[src/hdl/stack_and_fifo_transfer_engine_top_macros.svh]
// Assertion macros for the stack and FIFO transfer engine
`ifndef STACK_AND_FIFO_TRANSFER_ENGINE_TOP_MACROS_SVH
`define STACK_AND_FIFO_TRANSFER_ENGINE_TOP_MACROS_SVH
`ifndef SYNTHESIS
`define SFTE_ASSERT(lbl, prop, msg) \
  lbl: assert property (@(posedge clk_i) disable iff (!rst_ni) (prop)) else $error(msg);
`define SFTE_ASSERT_NEXT(lbl, pre, post, msg) \
  lbl: assert property (@(posedge clk_i) disable iff (!rst_ni) (pre) |=> (post)) else $error(msg);
`else
`define SFTE_ASSERT(lbl, prop, msg)
`define SFTE_ASSERT_NEXT(lbl, pre, post, msg)
`endif
`endif

[src/hdl/sfte_pkg.sv]
// Types and codes shared by the stack and FIFO transfer engine
package sfte_pkg;

  typedef enum logic [3:0] {
    OP_PUSH    = 4'd0,
    OP_POP     = 4'd1,
    OP_CLR_S   = 4'd2,
    OP_ENQ     = 4'd3,
    OP_DEQ     = 4'd4,
    OP_CLR_Q   = 4'd5,
    OP_S2Q     = 4'd6,
    OP_Q2S     = 4'd7,
    OP_ALL_S2Q = 4'd8,
    OP_ALL_Q2S = 4'd9
  } op_e;

  typedef enum logic [1:0] {
    ST_OK    = 2'd0,
    ST_EMPTY = 2'd1,
    ST_FULL  = 2'd2
  } status_e;

  typedef enum logic [1:0] {
    S_IDLE,
    S_XFER,
    S_NOTE
  } state_e;

  localparam logic SRC_STACK = 1'b0;
  localparam logic SRC_QUEUE = 1'b1;

  typedef struct packed {
    logic s_we;
    logic s_re;
    logic q_we;
    logic q_re;
  } mem_ctl_t;

endpackage

[src/hdl/sfte_ram.sv]
// Single-port-write, registered-read word memory
module sfte_ram #(
  parameter int DEPTH = 16,
  parameter int AW    = 4
) (
  input  logic              clk_i,
  input  logic              we_i,
  input  logic [AW-1:0]     waddr_i,
  input  logic [31:0]       wdata_i,
  input  logic              re_i,
  input  logic [AW-1:0]     raddr_i,
  output logic [31:0]       rdata_o
);

  logic [31:0] mem_q [DEPTH];

  always_ff @(posedge clk_i) begin
    if (we_i) begin
      mem_q[waddr_i] <= wdata_i;
    end
  end

  always_ff @(posedge clk_i) begin
    if (re_i) begin
      rdata_o <= mem_q[raddr_i];
    end
  end

endmodule

[src/hdl/sfte_ctrl.sv]
// Sequencer: pointers, counts, memory requests and result formatting
`include "stack_and_fifo_transfer_engine_top_macros.svh"
module sfte_ctrl #(
  parameter int DEPTH = 16,
  parameter int AW    = 4,
  parameter int CW    = 5
) (
  input  logic               clk_i,
  input  logic               rst_ni,
  input  logic               start_i,
  input  logic [3:0]         op_i,
  input  logic [31:0]        value_i,
  output logic               busy_o,
  output sfte_pkg::mem_ctl_t mem_o,
  output logic [AW-1:0]      s_waddr_o,
  output logic [AW-1:0]      s_raddr_o,
  output logic [31:0]        s_wdata_o,
  input  logic [31:0]        s_rdata_i,
  output logic [AW-1:0]      q_waddr_o,
  output logic [AW-1:0]      q_raddr_o,
  output logic [31:0]        q_wdata_o,
  input  logic [31:0]        q_rdata_i,
  output logic               valid_o,
  output logic [31:0]        result_value_o,
  output logic               source_o,
  output logic [1:0]         status_o,
  output logic               last_o
);
  import sfte_pkg::*;

  state_e        state_q, state_d;
  logic [CW-1:0] sc_q, sc_d, qc_q, qc_d;
  logic [AW-1:0] qh_q, qh_d, qt_q, qt_d;
  logic          src_q, src_d, move_q, move_d, bulk_q, bulk_d;
  status_e       note_st_q, note_st_d;
  logic          note_src_q, note_src_d;

  logic          s_empty, s_full, q_empty, q_full;
  logic [CW-1:0] sc_m1;
  logic [AW-1:0] qh_inc, qt_inc;
  logic          src_left, dst_full_nx, more;

  // accept decode
  logic    dec_xfer, dec_note, dec_src, dec_move, dec_bulk;
  status_e dec_st;
  op_e     op;

  assign op      = op_e'(op_i);
  assign s_empty = (sc_q == '0);
  assign s_full  = (sc_q == CW'(DEPTH));
  assign q_empty = (qc_q == '0);
  assign q_full  = (qc_q == CW'(DEPTH));
  assign sc_m1   = sc_q - CW'(1);
  assign qh_inc  = (qh_q == AW'(DEPTH - 1)) ? '0 : qh_q + AW'(1);
  assign qt_inc  = (qt_q == AW'(DEPTH - 1)) ? '0 : qt_q + AW'(1);

  // counts are already decremented for the word in flight
  assign src_left    = src_q ? !q_empty : !s_empty;
  assign dst_full_nx = move_q && (src_q ? (sc_q == CW'(DEPTH - 1))
                                        : (qc_q == CW'(DEPTH - 1)));
  assign more        = bulk_q && src_left;
  assign busy_o      = (state_q != S_IDLE);

  always_comb begin
    dec_xfer = 1'b0;
    dec_note = 1'b0;
    dec_st   = ST_OK;
    dec_src  = SRC_STACK;
    dec_move = 1'b0;
    dec_bulk = 1'b0;
    unique case (op) inside
      OP_PUSH: begin
        dec_note = s_full;
        dec_st   = ST_FULL;
      end
      OP_ENQ: begin
        dec_note = q_full;
        dec_st   = ST_FULL;
        dec_src  = SRC_QUEUE;
      end
      OP_POP, OP_CLR_S, OP_S2Q, OP_ALL_S2Q: begin
        dec_move = (op == OP_S2Q) || (op == OP_ALL_S2Q);
        dec_bulk = (op == OP_CLR_S) || (op == OP_ALL_S2Q);
        if (s_empty) begin
          dec_note = 1'b1;
          dec_st   = ST_EMPTY;
        end else if (dec_move && q_full) begin
          dec_note = 1'b1;
          dec_st   = ST_FULL;
        end else begin
          dec_xfer = 1'b1;
        end
      end
      OP_DEQ, OP_CLR_Q, OP_Q2S, OP_ALL_Q2S: begin
        dec_src  = SRC_QUEUE;
        dec_move = (op == OP_Q2S) || (op == OP_ALL_Q2S);
        dec_bulk = (op == OP_CLR_Q) || (op == OP_ALL_Q2S);
        if (q_empty) begin
          dec_note = 1'b1;
          dec_st   = ST_EMPTY;
        end else if (dec_move && s_full) begin
          dec_note = 1'b1;
          dec_st   = ST_FULL;
        end else begin
          dec_xfer = 1'b1;
        end
      end
      default: ;
    endcase
  end

  // next state
  always_comb begin
    state_d = state_q;
    unique case (state_q)
      S_IDLE: begin
        if (start_i && dec_note) begin
          state_d = S_NOTE;
        end else if (start_i && dec_xfer) begin
          state_d = S_XFER;
        end
      end
      S_XFER: begin
        if (more && !dst_full_nx) begin
          state_d = S_XFER;
        end else if (more) begin
          state_d = S_NOTE;
        end else begin
          state_d = S_IDLE;
        end
      end
      S_NOTE:  state_d = S_IDLE;
      default: state_d = S_IDLE;
    endcase
  end

  // datapath and outputs
  always_comb begin
    sc_d           = sc_q;
    qc_d           = qc_q;
    qh_d           = qh_q;
    qt_d           = qt_q;
    src_d          = src_q;
    move_d         = move_q;
    bulk_d         = bulk_q;
    note_st_d      = note_st_q;
    note_src_d     = note_src_q;
    mem_o          = '0;
    s_waddr_o      = sc_q[AW-1:0];
    s_raddr_o      = sc_m1[AW-1:0];
    s_wdata_o      = value_i;
    q_waddr_o      = qt_q;
    q_raddr_o      = qh_q;
    q_wdata_o      = value_i;
    valid_o        = 1'b0;
    result_value_o = '0;
    source_o       = note_src_q;
    status_o       = note_st_q;
    last_o         = 1'b1;
    unique case (state_q)
      S_IDLE: begin
        if (start_i) begin
          src_d      = dec_src;
          move_d     = dec_move;
          bulk_d     = dec_bulk;
          note_st_d  = dec_st;
          note_src_d = dec_src;
          if (op == OP_PUSH && !s_full) begin
            mem_o.s_we = 1'b1;
            sc_d       = sc_q + CW'(1);
          end
          if (op == OP_ENQ && !q_full) begin
            mem_o.q_we = 1'b1;
            qt_d       = qt_inc;
            qc_d       = qc_q + CW'(1);
          end
          if (dec_xfer && dec_src == SRC_STACK) begin
            mem_o.s_re = 1'b1;
            sc_d       = sc_m1;
          end
          if (dec_xfer && dec_src == SRC_QUEUE) begin
            mem_o.q_re = 1'b1;
            qh_d       = qh_inc;
            qc_d       = qc_q - CW'(1);
          end
        end
      end
      S_XFER: begin
        valid_o        = 1'b1;
        result_value_o = src_q ? q_rdata_i : s_rdata_i;
        source_o       = src_q;
        status_o       = ST_OK;
        last_o         = !more;
        s_wdata_o      = q_rdata_i;
        q_wdata_o      = s_rdata_i;
        if (move_q && src_q == SRC_STACK) begin
          mem_o.q_we = 1'b1;
          qt_d       = qt_inc;
          qc_d       = qc_q + CW'(1);
        end
        if (move_q && src_q == SRC_QUEUE) begin
          mem_o.s_we = 1'b1;
          sc_d       = sc_q + CW'(1);
        end
        if (more && !dst_full_nx) begin
          if (src_q == SRC_STACK) begin
            mem_o.s_re = 1'b1;
            sc_d       = sc_m1;
          end else begin
            mem_o.q_re = 1'b1;
            qh_d       = qh_inc;
            qc_d       = qc_q - CW'(1);
          end
        end else if (more) begin
          note_st_d  = ST_FULL;
          note_src_d = src_q;
        end
      end
      S_NOTE: begin
        valid_o = 1'b1;
      end
      default: ;
    endcase
  end

  always_ff @(posedge clk_i or negedge rst_ni) begin
    if (!rst_ni) begin
      state_q <= S_IDLE;
      sc_q    <= '0;
      qc_q    <= '0;
      qh_q    <= '0;
      qt_q    <= '0;
    end else begin
      state_q <= state_d;
      sc_q    <= sc_d;
      qc_q    <= qc_d;
      qh_q    <= qh_d;
      qt_q    <= qt_d;
    end
  end

  always_ff @(posedge clk_i) begin
    src_q      <= src_d;
    move_q     <= move_d;
    bulk_q     <= bulk_d;
    note_st_q  <= note_st_d;
    note_src_q <= note_src_d;
  end

  // tail must sit count entries past head, modulo the depth
  logic [CW:0] ptr_sum;
  assign ptr_sum = (CW+1)'(qh_q) + (CW+1)'(qc_q);

  `SFTE_ASSERT(a_stack_bound, sc_q <= CW'(DEPTH), "stack count beyond depth")
  `SFTE_ASSERT(a_queue_bound, qc_q <= CW'(DEPTH), "queue count beyond depth")
  `SFTE_ASSERT(a_queue_ptrs, (ptr_sum == (CW+1)'(qt_q)) || (ptr_sum == (CW+1)'(qt_q) + (CW+1)'(DEPTH)), "queue pointers inconsistent")
  `SFTE_ASSERT_NEXT(a_last_idle, valid_o && last_o, !busy_o, "busy after final transfer")
  `SFTE_ASSERT_NEXT(a_full_stop, state_q == S_XFER && !last_o, valid_o, "bulk run broke off without a result")

endmodule

[src/hdl/stack_and_fifo_transfer_engine_top.sv]
// Timing: push/enqueue give no result unless refused; other ops give the first
// result in the cycle after start, then one transfer per cycle (registered RAM read).
// Throughput: push/enqueue accept 1 item per cycle while not refused; a refused one holds busy_o
// for its result, and pops, dequeues, moves and clears hold busy_o high through their last result.
// Reset: asynchronous, active low; both structures empty, busy_o low at once.
// Results cannot be stalled: each is valid for exactly one cycle on valid_o.
module stack_and_fifo_transfer_engine_top #(
  parameter int DEPTH = 16
) (
  input  logic               clk_i,
  input  logic               rst_ni,
  input  logic               start_i,
  output logic               busy_o,
  input  logic [3:0]         op_i,
  input  logic signed [31:0] value_i,
  output logic               valid_o,
  output logic signed [31:0] result_value_o,
  output logic               source_o,
  output logic [1:0]         status_o,
  output logic               last_o
);
  import sfte_pkg::*;

  localparam int AW = $clog2(DEPTH);
  localparam int CW = $clog2(DEPTH + 1);

  mem_ctl_t      mem;
  logic [AW-1:0] s_waddr, s_raddr, q_waddr, q_raddr;
  logic [31:0]   s_wdata, s_rdata, q_wdata, q_rdata, res_val;

  sfte_ram #(.DEPTH(DEPTH), .AW(AW)) u_stack_ram (
    .clk_i   (clk_i),
    .we_i    (mem.s_we),
    .waddr_i (s_waddr),
    .wdata_i (s_wdata),
    .re_i    (mem.s_re),
    .raddr_i (s_raddr),
    .rdata_o (s_rdata)
  );

  sfte_ram #(.DEPTH(DEPTH), .AW(AW)) u_queue_ram (
    .clk_i   (clk_i),
    .we_i    (mem.q_we),
    .waddr_i (q_waddr),
    .wdata_i (q_wdata),
    .re_i    (mem.q_re),
    .raddr_i (q_raddr),
    .rdata_o (q_rdata)
  );

  sfte_ctrl #(.DEPTH(DEPTH), .AW(AW), .CW(CW)) u_ctrl (
    .clk_i          (clk_i),
    .rst_ni         (rst_ni),
    .start_i        (start_i),
    .op_i           (op_i),
    .value_i        (value_i),
    .busy_o         (busy_o),
    .mem_o          (mem),
    .s_waddr_o      (s_waddr),
    .s_raddr_o      (s_raddr),
    .s_wdata_o      (s_wdata),
    .s_rdata_i      (s_rdata),
    .q_waddr_o      (q_waddr),
    .q_raddr_o      (q_raddr),
    .q_wdata_o      (q_wdata),
    .q_rdata_i      (q_rdata),
    .valid_o        (valid_o),
    .result_value_o (res_val),
    .source_o       (source_o),
    .status_o       (status_o),
    .last_o         (last_o)
  );

  assign result_value_o = signed'(res_val);

endmodule

[config.mk]
export PLATFORM = sky130hd
export DESIGN_NAME = stack_and_fifo_transfer_engine_top
export DESIGN_NICKNAME = d
export VERILOG_FILES = /design/src/hdl/sfte_pkg.sv /design/src/hdl/sfte_ram.sv /design/src/hdl/sfte_ctrl.sv /design/src/hdl/stack_and_fifo_transfer_engine_top.sv
export VERILOG_INCLUDE_DIRS = /design/src /design/src/hdl
export SDC_FILE = /design/constraint.sdc
export NUM_CORES = 1
export LEC_CHECK = 0
export BUFFER_PORTS_ARGS = -buffer_cell sky130_fd_sc_hd__buf_4
export CAP_MARGIN = 20
export CORE_MARGIN = 2
export CORE_UTILIZATION = 55
export CTS_BUF_LIST = sky130_fd_sc_hd__clkbuf_2 sky130_fd_sc_hd__clkbuf_4 sky130_fd_sc_hd__clkbuf_8
export CTS_CLUSTER_SIZE = 30
export DETAILED_ROUTE_END_ITERATION = 10
export PLACE_DENSITY = 0.68
export SKIP_LAST_GASP = 1
export SYNTH_ARGS = -nofsm -noshare
export SYNTH_HDL_FRONTEND = slang
export SYNTH_SLANG_ARGS = --single-unit
[constraint.sdc]
create_clock -name clk_i -period 6.3 [get_ports clk_i]
set_clock_uncertainty 0.2 [all_clocks]
set_input_delay 0.63 -clock clk_i [delete_from_list [all_inputs] [get_ports clk_i]]
set_output_delay 0.63 -clock clk_i [all_outputs]
set_load 0.03 [all_outputs]
Word-level counts from Yosys, hierarchy flattened. Memory sizes are Yosys's and may differ from the RTL's. A register that Yosys moved wholly into a read port is not among the register bits. Cells that the tools add are included.

Register bits after elaboration: 26. Bits in writable memories: 1024. Word-level logic and storage cells: 170. Memories kept: 2.

Memory list: u_queue_ram.mem_q (depth 16, width 32, read ports 1, clocked after Yosys merged registers in 1, wr ports 1, line sfte_ram.sv:15) `logic [31:0] mem_q [DEPTH];`; u_stack_ram.mem_q (depth 16, width 32, read ports 1, clocked after Yosys merged registers in 1, wr ports 1, line sfte_ram.sv:15).

Add/subtract/negate cells: 6. Equal/unequal tests: 28. Multiplexer cells: 82. Bitwise logic cells: 2. Reductions and logical operators: 40.

Operator list (count): $mux 32 (4); $mux 5 (12); $mux 4 (10); $mux 1 (31); $mux 2 (12); $pmux 4 s2 (3); $pmux 5 s2 (2); $eq 4x3->1 const B (4); $eq 4x4->1 const B (4); $logic_and 1x1->1 (13); $ne 2x1->1 const B (6); $add 5x1->5 const B (2); $eq 5x4->1 const B (2); $eq 5x5->1 const B (2); $logic_not 5->1 (2); $sub 5x1->5 const B (2); $ne 3x1->1 const B (3); $add 4x1->4 const B (2); $eq 4x2->1 const B (2); $pmux 1 s2 (4); $pmux 2 s2 (2); $reduce_and 4->1 (2); $reduce_or 4->1 (2); $logic_not 1->1 (6); other kinds (16) (24).

Depth between registers and ports, before layout. Gate-level depths: netlist of run 1.

Depth in word-level cells: 12. Mapped depth: 13. Depth with buffers taken out: 9.

By module. Synthesis of run 1 repeated with hierarchy kept, for this count alone.

Cells, all modules: 2198. Area total of the unflattened synthesis: 43843.3 um^2.

Modules (own cells, without submodules): sfte_ram at u_queue_ram (times used 1, cells an instance 838, area each 20174.3 um^2, sequential area each 16335.7 um^2); sfte_ram at u_stack_ram (times used 1, cells an instance 838, area each 20155.6 um^2, sequential area each 16335.7 um^2); sfte_ctrl (times used 1, cells an instance 522, area each 3513.4 um^2, sequential area each 680.7 um^2).

Worst setup path after synthesis of run 1. Ideal clock, no wire load.

Kind: register -> register. From: register u_ctrl.sc_q[0]. To: memory u_stack_ram.mem_q[3][0], enable pin. Setup time: 0.461 ns. Arrival: 4.479 ns. Required time: 5.639 ns. Path slack: 1.160 ns. Cell stages (with the launch flop): 11. Path buffers: 3. Period minus slack after synthesis: 5.140 ns. Path through: dfrtp_1 clkbuf_1 clkbuf_1 buf_2 inv_1 ha_1 and4bb_2 nor4_2 a31o_2 nand2_1 nor3_1.

Word-level cells in the longest chain between the ends: 8.

Ends and longest elaborated chain: start, declared (line sfte_ctrl.sv:32) `logic [CW-1:0] sc_q, sc_d, qc_q, qc_d;`; start signal, assigned (line sfte_ctrl.sv:229) `sc_q <= '0;`; start signal, assigned (line sfte_ctrl.sv:235) `sc_q <= sc_d;`; $eq 5x5->1 (line sfte_ctrl.sv:50) `assign s_full = (sc_q == CW'(DEPTH));`; $logic_not 1->1 (line sfte_ctrl.sv:168) `if (op == OP_PUSH && !s_full) begin`; $logic_and 1x1->1 (line sfte_ctrl.sv:168); $mux 1 (line sfte_ctrl.sv:168); $mux 4 (line sfte_ctrl.sv:162) `if (start_i) begin`; $pmux 4 s2 (line sfte_ctrl.sv:160) `unique case (state_q)`; $mux 1 (line sfte_ram.sv:18) `if (we_i) begin`; $mux 1 (not written as such) (line sfte_ram.sv:19) `mem_q[waddr_i] <= wdata_i;`; end, declared (line sfte_ram.sv:15).

Several ways; a longest one is shown, not always the timed one.

Worst setup path after layout of run 1.
From: register u_ctrl.state_q[1]. To: output port result_value_o[0].

Word-level cells in the longest chain between the ends: 2.

Ends and longest elaborated chain: start, declared (line sfte_ctrl.sv:31) `state_e state_q, state_d;`; start signal, assigned (line sfte_ctrl.sv:234) `state_q <= state_d;`; $eq 2x1->1 (line sfte_ctrl.sv:160); $mux 32 (line sfte_ctrl.sv:160); end, declared (line stack_and_fifo_transfer_engine_top.sv:17) `output logic signed [31:0] result_value_o,`.

Every way passes these cells.

==> results.ini, run 1 <==
[route]
wl_met3_um=8070
wl_per_cell_um=28.7
met2RoutedLength_um=48100
routed.top_layer=met4
drcViolationCount=0
wl_met1_um=41000
antenna_left=0
drt_iter0_drc=2312
vias=21429
drt-pass1-iter-count=5
viasPerCell=6.23
wl_um=98700

[place]
placed_area_mm2=0.0460
globalplace.congestion=0.859
dp_hpwl_um=56000
place.port_buffers=76

[timing]
min_period_ns=4.48
fmax_ghz=0.223
slew_headroom_pct=28.8
finalHoldViolCount=0
rsz0062_at_grt=false
setup_tns_ns=0
drv_slew=0
setup_viol=0
worstMarginPinSlew_ns=1.07
post-route-period-util_pct=71.1

[cts]
clk_pin_slew_worst_paths_ns=0.06
root_buffer=clkbuf_8
htreeDepth=4
numCtsBuffers=175
cts_tree=built
cts.sinks=1114
clockBufferDepth=3
clk_latency_ns=0.83

[die]
fp.dieW_um=287
die_y_um=287
start_util_pct=55.7
ioPinCount=77
fp-row-count=103
dieArea_mm2=0.0824
coreArea_mm2=0.0791

[pwr]
p_int_mw=15.6
power_switching_share_pct=30.6
total_power_mw=22.5
p_leak_nw=16.1
p_sw_mw=6.88
ir_drop_mv=0.405
power_density_mw_per_mm2=454
seq_power_share_pct=43.0
pwr-share-comb_pct=30.4
clockPowerShare_pct=26.6

[logic_synthesis]
postSynthAreaPerCell_um2=21.4
synth_warnings=0
ys.flop_type=edfxtp_1
ys_ff_latch=1114
yosysSeqAreaShare_pct=75.7
syn_area_mm2=0.0440
synth_cell_types=70
syn-num-nets=2110
async_reset_ff_share_pct=1.80
synth_enable_flop_cells=1094
syn_inst=2056

[layout]
final_common_cell=edfxtp_1
final_cell_mix=edfxtp_1, mux4_2, nand2_1
multi_input_area_mm2=0.0103
final_area_mm2=0.0496
syn_to_final_growth_pct=12.7
final_nets=2300
fillerInstances=5364
drive_above_1_share_pct=32.8
finish.utilization_pct=62.7
regArea_mm2=0.0334

[setup_path]
r2r-end=u_stack_ram.mem_q[4][14]
r2r_setup_slack_ns=2.15
crit_type=reg2out
crit_end=result_value_o[0]
endpoint_kind=output pin
cp-startpoint=u_ctrl.state_q[1]
worstSetupStartpointType=register
worstPathMaxFanout=68
required_ns=5.47
critical_path.reg2reg.startpoint=u_ctrl.sc_q[0]
worstPathArrival_ns=3.65
rr_worst_depth=8

[global_route]
grt_pass1_wl_um=144000
grt-ovfl-total=0
grt_pass1_vias=21949
grt_max_degree=133
antenna_found_initial=1
grt_usage_pct=24.5

[min_path]
min_path_type=in2async

[run]
drv_cap=0

[run_status]
status=completed

==> timing repair <==
action	in CTS	in global routing
resized for setup	0	0
setup buffers	0	0
hold buffers	2	0
hold endpoints to repair	22	0
==> per-stage QoR <==
stage | hold WS (ns) | setup slack, ns | std cells
4_1_cts | 0.00115 | 1.80 | 3436
3_3_place_gp | 0.356 | 2.20 | 3110
3_5_place_dp | 0.364 | 2.11 | 3113
5_1_grt | 0.0445 | 1.59 | 3441
6_report | 0.0662 | 1.82 | 3441
2_1_floorplan | 0.134 | 1.16 | 2056
==> cells by family (layout without fill, tap and decap cells) <==
| group | Yosys count | count (layout) | synth area share, % |
|---|---|---|---|
| adder cells (fa/ha/maj) | 15 | 15 | 0.426 |
| flip-flops | 1114 | 1114 | 75.7 |
| AND/OR/NAND/NOR | 330 | 330 | 3.42 |
| AO/OA/AOI/OAI | 88 | 88 | 1.49 |
| XOR/XNOR | 16 | 16 | 0.318 |
| buffers and inverters | 128 | 462 | 1.22 |
| other | 0 | 1 | 0 |
| multiplexers | 365 | 365 | 17.4 |
==> Yosys cell counts, drive strengths merged, types with 12 or more instances <==
cell type | number | area (um2)
a21oi | 15 | 75.1
nand3 | 12 | 60.1
o21ai | 19 | 95.1
buf | 55 | 261
clkbuf | 57 | 214
inv | 16 | 60.1
edfxtp | 1094 | 32900
and2 | 17 | 106
ha | 15 | 188
mux4 | 320 | 7210
mux2i | 40 | 400
nand2 | 187 | 702
nor2 | 61 | 229
dfrtp | 20 | 500
==> how the worst min path moves through the flow <==
stage | from | to | slack (ns) | cells past startpoint
final | rst_ni | u_ctrl.state_q[0] | 0.07 | 2
after floorplan | rst_ni | u_ctrl.q_raddr_o[0] | 0.13 | 0
after global routing | rst_ni | u_ctrl.qc_q[3] | 0.04 | 2
after detailed placement | rst_ni | u_ctrl.sc_q[4] | 0.36 | 1
after global placement | rst_ni | u_ctrl.sc_q[4] | 0.36 | 1
after CTS | rst_ni | u_ctrl.q_raddr_o[0] | 0.001 | 2
==> flip-flops by register name, summed over array words and instances, names as in the netlist <==
register / flops
u_ctrl.qc_q: 5
u_queue_ram.rdata_o: 32
u_ctrl.sc_q: 5
u_queue_ram.mem_q: 512
u_ctrl.note_st_q: 2
u_ctrl.state_q: 2
u_ctrl.q_raddr_o: 4
u_ctrl.src_q: 1
u_stack_ram.rdata_o: 32
u_ctrl.bulk_q: 1
u_ctrl.note_src_q: 1
u_ctrl.move_q: 1
u_stack_ram.mem_q: 512
u_ctrl.q_waddr_o: 4
==> cell type report <==
class	count	share of cell area, %
clock inverter	72	0.931
tap	1050	2.65
antenna	1	0.00504
sequential	1114	67.2
timing repair buffer	125	2.17
inverter	16	0.121
multi-input combinational	814	20.8
clock buffer	249	6.06
==> routing by layer <==
metal  vias to the layer above  track usage (%)
met3                       108             5.44
met1                     11361             35.5
met2                      1031             38.3
met5                         -                0
li1                       8929                -
met4                         0             6.90
==> critical path, stage by stage, from the launching register on <==
cell and delay [ns]:
dfrtp_1 0.36, inv_1 0.13, ha_4 0.35, buf_4 0.61
inv_2 0.46, buf_4 0.40, nor2_1 0.27, buf_4 0.21
==> power by group through the flow <==
stage | sequential, mW | combinational, mW | clock, mW
finish | 9.68 | 6.85 | 5.98
global route | 9.72 | 7.28 | 6.42
CTS | 9.72 | 6.89 | 6.10
detailed placement | 9.87 | 6.87 | 0
global placement | 9.86 | 6.68 | 0
floorplan | 9.49 | 5.14 | 0
(Power assumes the default switching activity.)
==> inputs of run 2 (changes only) <==
Clock period 6.3 ns to 4.7 ns, I/O delays scaled along.
==> run 2 against run 1 <==
Effect of this change:
- sequential share of layout area fell by 0.13 points
- sequential power rose by 35%
- cell count barely moved
- sequential cell count did not move
- clock power rose by 33%
- worst hold slack improved by 0.21 ns
- via count rose by 0.33%
- critical path type is now reg2reg
- register-to-register slack got worse by 1.3 ns
==> results.ini, run 2 (same netlist as run 1, synthesis figures left out) <==
[run_status]
status=completed  ; unchanged

[cts]
postCtsResizedCells=0  ; unchanged
clk_latency_ns=0.81  ; was 0.83 ns
clockBufferDepth=3  ; unchanged
htreeDepth=4  ; unchanged
root_buffer=clkbuf_8  ; unchanged
numCtsBuffers=169  ; was 175
clk_pin_slew_worst_paths_ns=0.06  ; about the same
postCtsSetupBuffers=0  ; unchanged
cts.sinks=1114  ; unchanged
cts_tree=built  ; unchanged

[die]
fp-row-count=103  ; unchanged
ioPinCount=77  ; unchanged
fp.dieW_um=287  ; unchanged
dieArea_mm2=0.0824  ; unchanged
start_util_pct=55.7  ; unchanged
coreArea_mm2=0.0791  ; unchanged
die_y_um=287  ; unchanged

[global_route]
grt_usage_pct=24.9  ; was 24.5%
antenna_found_initial=1  ; unchanged
grt_pass1_vias=21812  ; was 21,949
grt-ovfl-total=0  ; unchanged
grt_pass1_wl_um=147000  ; was 144,000 um
grt_max_degree=66  ; was 133

[layout]
fin_cells=3443  ; was 3,441
syn_to_final_growth_pct=12.9  ; was 12.7%
drive_above_1_share_pct=33.3  ; was 32.8%
fillerInstances=5333  ; was 5,364
final_cell_mix=edfxtp_1, mux4_2, nand2_1  ; unchanged
final_common_cell=edfxtp_1  ; unchanged
reg_top3=u_queue_ram.mem_q (512), u_stack_ram.mem_q (512)  ; unchanged
final_area_mm2=0.0497  ; was 0.0496 mm2
final_nets=2317  ; was 2,300

[pwr]
power_density_mw_per_mm2=613  ; was 454 mW/mm2
clockPowerShare_pct=26.1  ; was 26.6%
ir_drop_mv=0.543  ; was 0.405 mV
pwr-share-comb_pct=30.8  ; was 30.4%
p_sw_mw=9.45  ; was 6.88 mW
p_int_mw=21.0  ; was 15.6 mW
seq_power_share_pct=43.1  ; was 43.0%
power_switching_share_pct=31.0  ; was 30.6%
p_leak_nw=16.1  ; about the same

[setup_path]
required_ns=4.99  ; was 5.47 ns
worstSetupStartpointType=register  ; unchanged
slowest_stage=dfrtp_4  ; was buf_4
r2r_setup_slack_ns=0.86  ; was 2.15 ns
crit_family=simple AND/OR/NAND/NOR gates  ; was buffers and inverters
endpoint_kind=register  ; was output pin
max_stage_delay_ns=0.77  ; was 0.61 ns
rr_worst_depth=8  ; unchanged
path_cells=inv_1 > ha_4 > and4bb_2 > nor4_2 > a31o_2 > nand2_1 > nor2_4 > buf_4  ; was inv_1 > ha_4 > buf_4 > inv_2 > buf_4 > nor2_1 > buf_4
crit_type=reg2reg  ; was reg2out
worstPathMaxFanout=29  ; was 68
r2r-end=u_stack_ram.mem_q[13][3]  ; was u_stack_ram.mem_q[4][14]
worstPathArrival_ns=4.14  ; was 3.65 ns
critical_path.reg2reg.startpoint=u_ctrl.sc_q[0]  ; unchanged
path_buf_inv=2  ; was 5

[route]
wl_um=99600  ; was 98,700 um
routed.top_layer=met4  ; unchanged
drt-pass1-iter-count=5  ; unchanged
viasPerCell=6.24  ; was 6.23
wl_met3_um=8330  ; was 8070 um
drcViolationCount=0  ; unchanged
antenna_left=0  ; unchanged
met2RoutedLength_um=48600  ; was 48,100 um
wl_met1_um=40900  ; was 41,000 um
drt_iter0_drc=2234  ; was 2,312
vias=21499  ; was 21,429
wl_per_cell_um=28.9  ; was 28.7 um

[run]
drv_cap=0  ; unchanged

[timing]
post-route-period-util_pct=81.7
finalHoldViolCount=0  ; unchanged
min_period_ns=3.84
drv_slew=0  ; unchanged
rsz0062_at_grt=false  ; unchanged
setup_viol=0  ; unchanged
slew_headroom_pct=27.5  ; was 28.8%
worstMarginPinSlew_ns=1.09  ; was 1.07 ns
setup_tns_ns=0  ; unchanged
fmax_ghz=0.260

[place]
place.port_buffers=76  ; unchanged
dp_cells=3133  ; was 3,113
globalplace.congestion=0.873  ; was 0.859
dp_hpwl_um=61300  ; was 56,000 um
placed_area_mm2=0.0462  ; was 0.0460 mm2

[min_path]
min_path_type=in2reg  ; was in2async
worstHoldPathCells=3
hold_path_startpoint=value_i[30]
hold_end=u_stack_ram.mem_q[2][30]

run 2: cell types whose count changed in the layout (fill, tap and decap cells not counted), sizes merged:
cell         delta
clkinvlp        +3
inv             -3
clkinv         -19
bufinv          +3
dlygate4sd3     +6
clkbuf          -5
buf            +17
run 2: repair_timing:
item	4_1_cts	5_1_grt
setup endpoints to repair	0	0
hold buffers	9	0
endpoints found under the hold margin	26	0
run 2: area by class of cell:
class | count | area [um2] | area share, %
Inverter | 16 | 60.1 | 0.121
Timing Repair Buffer | 148 | 1220 | 2.45
Clock buffer | 244 | 2950 | 5.93
Multi-Input combinational cell | 814 | 10400 | 20.8
Tap cell | 1050 | 1310 | 2.64
Clock inverter | 56 | 449 | 0.904
Sequential cell | 1114 | 33400 | 67.1
Antenna cell | 1 | 2.50 | 0.00503
run 2: per-stage QoR:
step           worst slack [ns]  hold WS [ns]  utilization, %  total power, mW
2_1_floorplan             0.418       -0.0256               -             19.6
3_3_place_gp              0.874         0.191            58.4             22.7
3_5_place_dp              0.807         0.196            58.4             22.9
4_1_cts                   0.793         0.191            62.8             30.8
5_1_grt                   0.596         0.272            62.8             31.7
6_report                  0.858         0.277            62.8             30.5
run 2: how the worst max path moves through the flow:
stage | startpoint | to | slack, ns | depth (start not counted)
floorplan | u_ctrl.sc_q[0] | u_stack_ram.mem_q[11][0] | 0.42 | 10
global placement | u_ctrl.sc_q[0] | u_stack_ram.mem_q[13][17] | 0.87 | 8
detailed placement | u_ctrl.sc_q[0] | u_stack_ram.mem_q[13][13] | 0.81 | 8
CTS | u_ctrl.sc_q[0] | u_stack_ram.mem_q[13][3] | 0.79 | 8
global route | u_ctrl.sc_q[0] | u_stack_ram.mem_q[13][3] | 0.60 | 8
finish | u_ctrl.sc_q[0] | u_stack_ram.mem_q[13][3] | 0.86 | 8
run 2: power by group through the flow:
stage | Sequential [mW] | Combinational [mW] | Clock [mW]
final | 13.1 | 9.39 | 7.96
after global routing | 13.2 | 9.98 | 8.54
after floorplan | 12.7 | 6.89 | 0
after global placement | 13.3 | 9.36 | 0
after detailed placement | 13.4 | 9.51 | 0
after CTS | 13.2 | 9.54 | 8.09
run 2: routing by layer:
layer,vias to the layer above,GRT usage (%)
li1,8940,-
met1,11382,36.3
met2,1043,39.1
met3,134,5.33
met4,0,6.46
met5,-,0
run 2: tightest hold or removal path: stages:
cell     delay [ns]
buf_4          0.08
nand2_1        0.09
nand2_1        0.40
==> inputs of run 3 (changes only) <==
Settings changed: ABC_AREA set to 1, PLACE_DENSITY 0.68 to 0.71.
Clock period 4.7 ns to 3.25 ns, I/O delays scaled along.
==> run 3 against run 2 <==
Effect of this change:
- via count grew 39%
- first-iteration DRC count grew 64%
- sequential cell count is the same
==> results.ini, run 3 <==
[logic_synthesis]
synth_top_area_share_pct=72.6  ; was 74.6%
postSynthAreaPerCell_um2=13.1  ; was 21.4 um2
syn_area_mm2=0.0453  ; was 0.0440 mm2
syn-num-nets=3503  ; was 2,110
syn_inst=3449  ; was 2,056
ys_ff_latch=1114  ; unchanged
yosysMostFrequentCell=edfxtp_1  ; unchanged
synthTopCellsByCount=edfxtp_1, nor2_1, o21ai_0, nand2_1, nand3_1  ; was edfxtp_1, mux4_2, nand2_1, nor2_1, clkbuf_1
ys.flop_type=edfxtp_1  ; unchanged
synth_enable_flop_cells=1094  ; unchanged
synth_area_leaders=edfxtp_1, o21ai_0, nor2_1, nand2_1, o221ai_1  ; was edfxtp_1, mux4_2, nand2_1, dfrtp_1, mux2i_1
yosysTopAreaCell=edfxtp_1  ; unchanged
yosysSeqAreaShare_pct=73.7  ; was 75.7%
async_reset_ff_share_pct=1.80  ; unchanged
synth_warnings=0  ; unchanged
synth_cell_types=44  ; was 70

[setup_path]
rr_worst_depth=10  ; was 8
worstPathMaxFanout=61  ; was 29
path_buf_inv=4  ; was 2
required_ns=2.72  ; was 4.99 ns
worstSetupStartpointType=register  ; unchanged
path_cells=inv_1 > ha_4 > buf_16 > buf_6 > nand2_1 > o21ai_0 > buf_4  ; was inv_1 > ha_4 > and4bb_2 > nor4_2 > a31o_2 > nand2_1 > nor2_4 > buf_4
crit_type=reg2out  ; was reg2reg
max_stage_delay_ns=0.37  ; was 0.77 ns
endpoint_kind=output pin  ; was register
r2r_setup_slack_ns=0.38  ; was 0.86 ns
cp.depth=7  ; was 8
worstPathArrival_ns=2.62  ; was 4.14 ns
r2r-end=u_stack_ram.mem_q[2][24]  ; was u_stack_ram.mem_q[13][3]
cp-startpoint=u_ctrl.state_q[1]  ; was u_ctrl.sc_q[0]
crit_end=result_value_o[19]  ; was u_stack_ram.mem_q[13][3]
slowest_stage=dfrtp_1  ; was dfrtp_4
critical_path.reg2reg.startpoint=u_ctrl.state_q[1]  ; was u_ctrl.sc_q[0]
crit_family=buffers and inverters  ; was simple AND/OR/NAND/NOR gates

[place]
dp_hpwl_um=65000  ; was 61,300 um
place.port_buffers=76  ; unchanged
place_ws_ns=0.467  ; was 0.807 ns
placed_area_mm2=0.0481  ; was 0.0462 mm2
globalplace.congestion=0.909  ; was 0.873
dp_cells=4529  ; was 3,133

[pwr]
total_power_mw=51.4  ; was 30.5 mW
p_sw_mw=20.2  ; was 9.45 mW
p_int_mw=31.2  ; was 21.0 mW
power_density_mw_per_mm2=989  ; was 613 mW/mm2
pwr-share-comb_pct=38.7  ; was 30.8%
power_switching_share_pct=39.3  ; was 31.0%
p_leak_nw=17.7  ; was 16.1 nW
clockPowerShare_pct=22.1  ; was 26.1%
seq_power_share_pct=39.2  ; was 43.1%
ir_drop_mv=1.14  ; was 0.543 mV

[layout]
fin_cells=4893  ; was 3,443
reg_top3=u_queue_ram.mem_q (512), u_stack_ram.mem_q (512)  ; unchanged
syn_to_final_growth_pct=14.8  ; was 12.9%
finish.utilization_pct=63.5  ; was 62.8%
drive_above_1_share_pct=15.7  ; was 33.3%
final_common_cell=edfxtp_1  ; unchanged
final_area_mm2=0.0520  ; was 0.0497 mm2
final_nets=3738  ; was 2,317
final_cell_mix=edfxtp_1, nor2_1, o21ai_0  ; was edfxtp_1, mux4_2, nand2_1

[cts]
cts_tree=built  ; unchanged
cts.sinks=1114  ; unchanged
htreeDepth=4  ; unchanged
clockBufferDepth=3  ; unchanged
numCtsBuffers=176  ; was 169
clk_pin_slew_worst_paths_ns=0.06  ; about the same
clk_latency_ns=0.82  ; was 0.81 ns
root_buffer=clkbuf_8  ; unchanged

[timing]
post-route-period-util_pct=96.7
setup_tns_ns=0  ; unchanged
drv_slew=0  ; unchanged
worstMarginPinSlew_ns=1.12  ; was 1.09 ns
whs_ns=0.0634  ; was 0.277 ns
finalHoldViolCount=0  ; unchanged
setup_slack_ns=0.107  ; was 0.858 ns
fmax_ghz=0.318
setup_viol=0  ; unchanged
slew_headroom_pct=25.4  ; was 27.5%
min_period_ns=3.14
rsz0062_at_grt=false  ; unchanged

[global_route]
met2_usage_pct=40.9  ; was 39.1%
grt_pass1_wl_um=172000  ; was 147,000 um
grt_usage_pct=26.8  ; was 24.9%
grt_pass1_vias=28573  ; was 21,812
met3_usage_pct=5.25  ; was 5.33%
grt_max_degree=189  ; was 66
busiest_layer=met2  ; unchanged
antenna_found_initial=1  ; unchanged
grt-ovfl-total=0  ; unchanged
grt_util_met1_pct=39.1  ; was 36.3%

[route]
drcViolationCount=0  ; unchanged
drt_iter0_drc=3659  ; was 2,234
wl_per_cell_um=23.3  ; was 28.9 um
wl_um=114000  ; was 99,600 um
viasPerCell=6.09  ; was 6.24
vias=29822  ; was 21,499
drt-pass1-iter-count=6  ; was 5
antenna_left=0  ; unchanged

[die]
die_y_um=291  ; was 287 um
ioPinCount=77  ; unchanged
dieArea_mm2=0.0846  ; was 0.0824 mm2
coreArea_mm2=0.0818  ; was 0.0791 mm2
fp.dieW_um=291  ; was 287 um
fp-row-count=105  ; was 103
start_util_pct=55.3  ; was 55.7%

[min_path]
min_path_type=in2reg  ; unchanged
hold_path_startpoint=value_i[31]  ; was value_i[30]

[run]
drv_cap=0  ; unchanged

[run_status]
status=completed  ; unchanged

-- run 3: cell families after synthesis --
| family | synth area share [%] |
|---|---|
| compound gates | 11.5 |
| mux | 1.08 |
| simple gates | 9.77 |
| buf+inv | 3.24 |
| fa+ha+maj | 0.415 |
| xor+xnor | 0.271 |
| flops | 73.7 |
-- run 3: layout make-up --
type / count / area, um2
Antenna cell: 1 / 2.50
Clock buffer: 234 / 2870
Clock inverter: 82 / 484
Fill cell: 6022 / 29900
Inverter: 100 / 387
Multi-Input combinational cell: 2001 / 10800
Sequential cell: 1114 / 33400
Tap cell: 1070 / 1340
Timing Repair Buffer: 291 / 2750
-- run 3: timing repair --
item,CTS,global route
hold buffers,41,0
setup buffers,2,0
pin swaps,0,0
endpoints found under the hold margin,910,0
resized for setup,3,1
gates cloned,1,0
setup endpoints to repair,23,5
-- run 3: worst min path at each step --
stage	end	slack (ns)	cells after the start
global placement	u_ctrl.q_raddr_o[3]	0.04	1
global route	u_stack_ram.mem_q[10][31]	0.04	4
CTS	u_stack_ram.mem_q[13][31]	0.0009	4
detailed placement	u_ctrl.q_raddr_o[1]	0.05	1
floorplan	u_ctrl.q_raddr_o[0]	-0.17	0
finish	u_stack_ram.mem_q[13][31]	0.06	4
-- run 3: power by group through the flow --
| stage | sequential (mW) | combinational [mW] | clock, mW |
|---|---|---|---|
| final | 20.1 | 19.9 | 11.3 |
| after global routing | 20.2 | 21.6 | 12.1 |
| after global placement | 20.4 | 19.1 | 0 |
| after CTS | 20.1 | 19.7 | 11.5 |
| after detailed placement | 20.4 | 19.5 | 0 |
| after floorplan | 19.9 | 12.6 | 0 |
-- run 3: tightest hold or removal path, stage by stage --
cell,delay [ns]
buf_4,0.11
inv_1,0.11
o21ai_0,0.12
buf_4,0.22
-- run 3: metal layers --
layer,vias up,share of wire (%)
met5,-,0
li1,13360,-
met4,0,2.5
met2,1627,46
met3,198,9.8
met1,14637,42
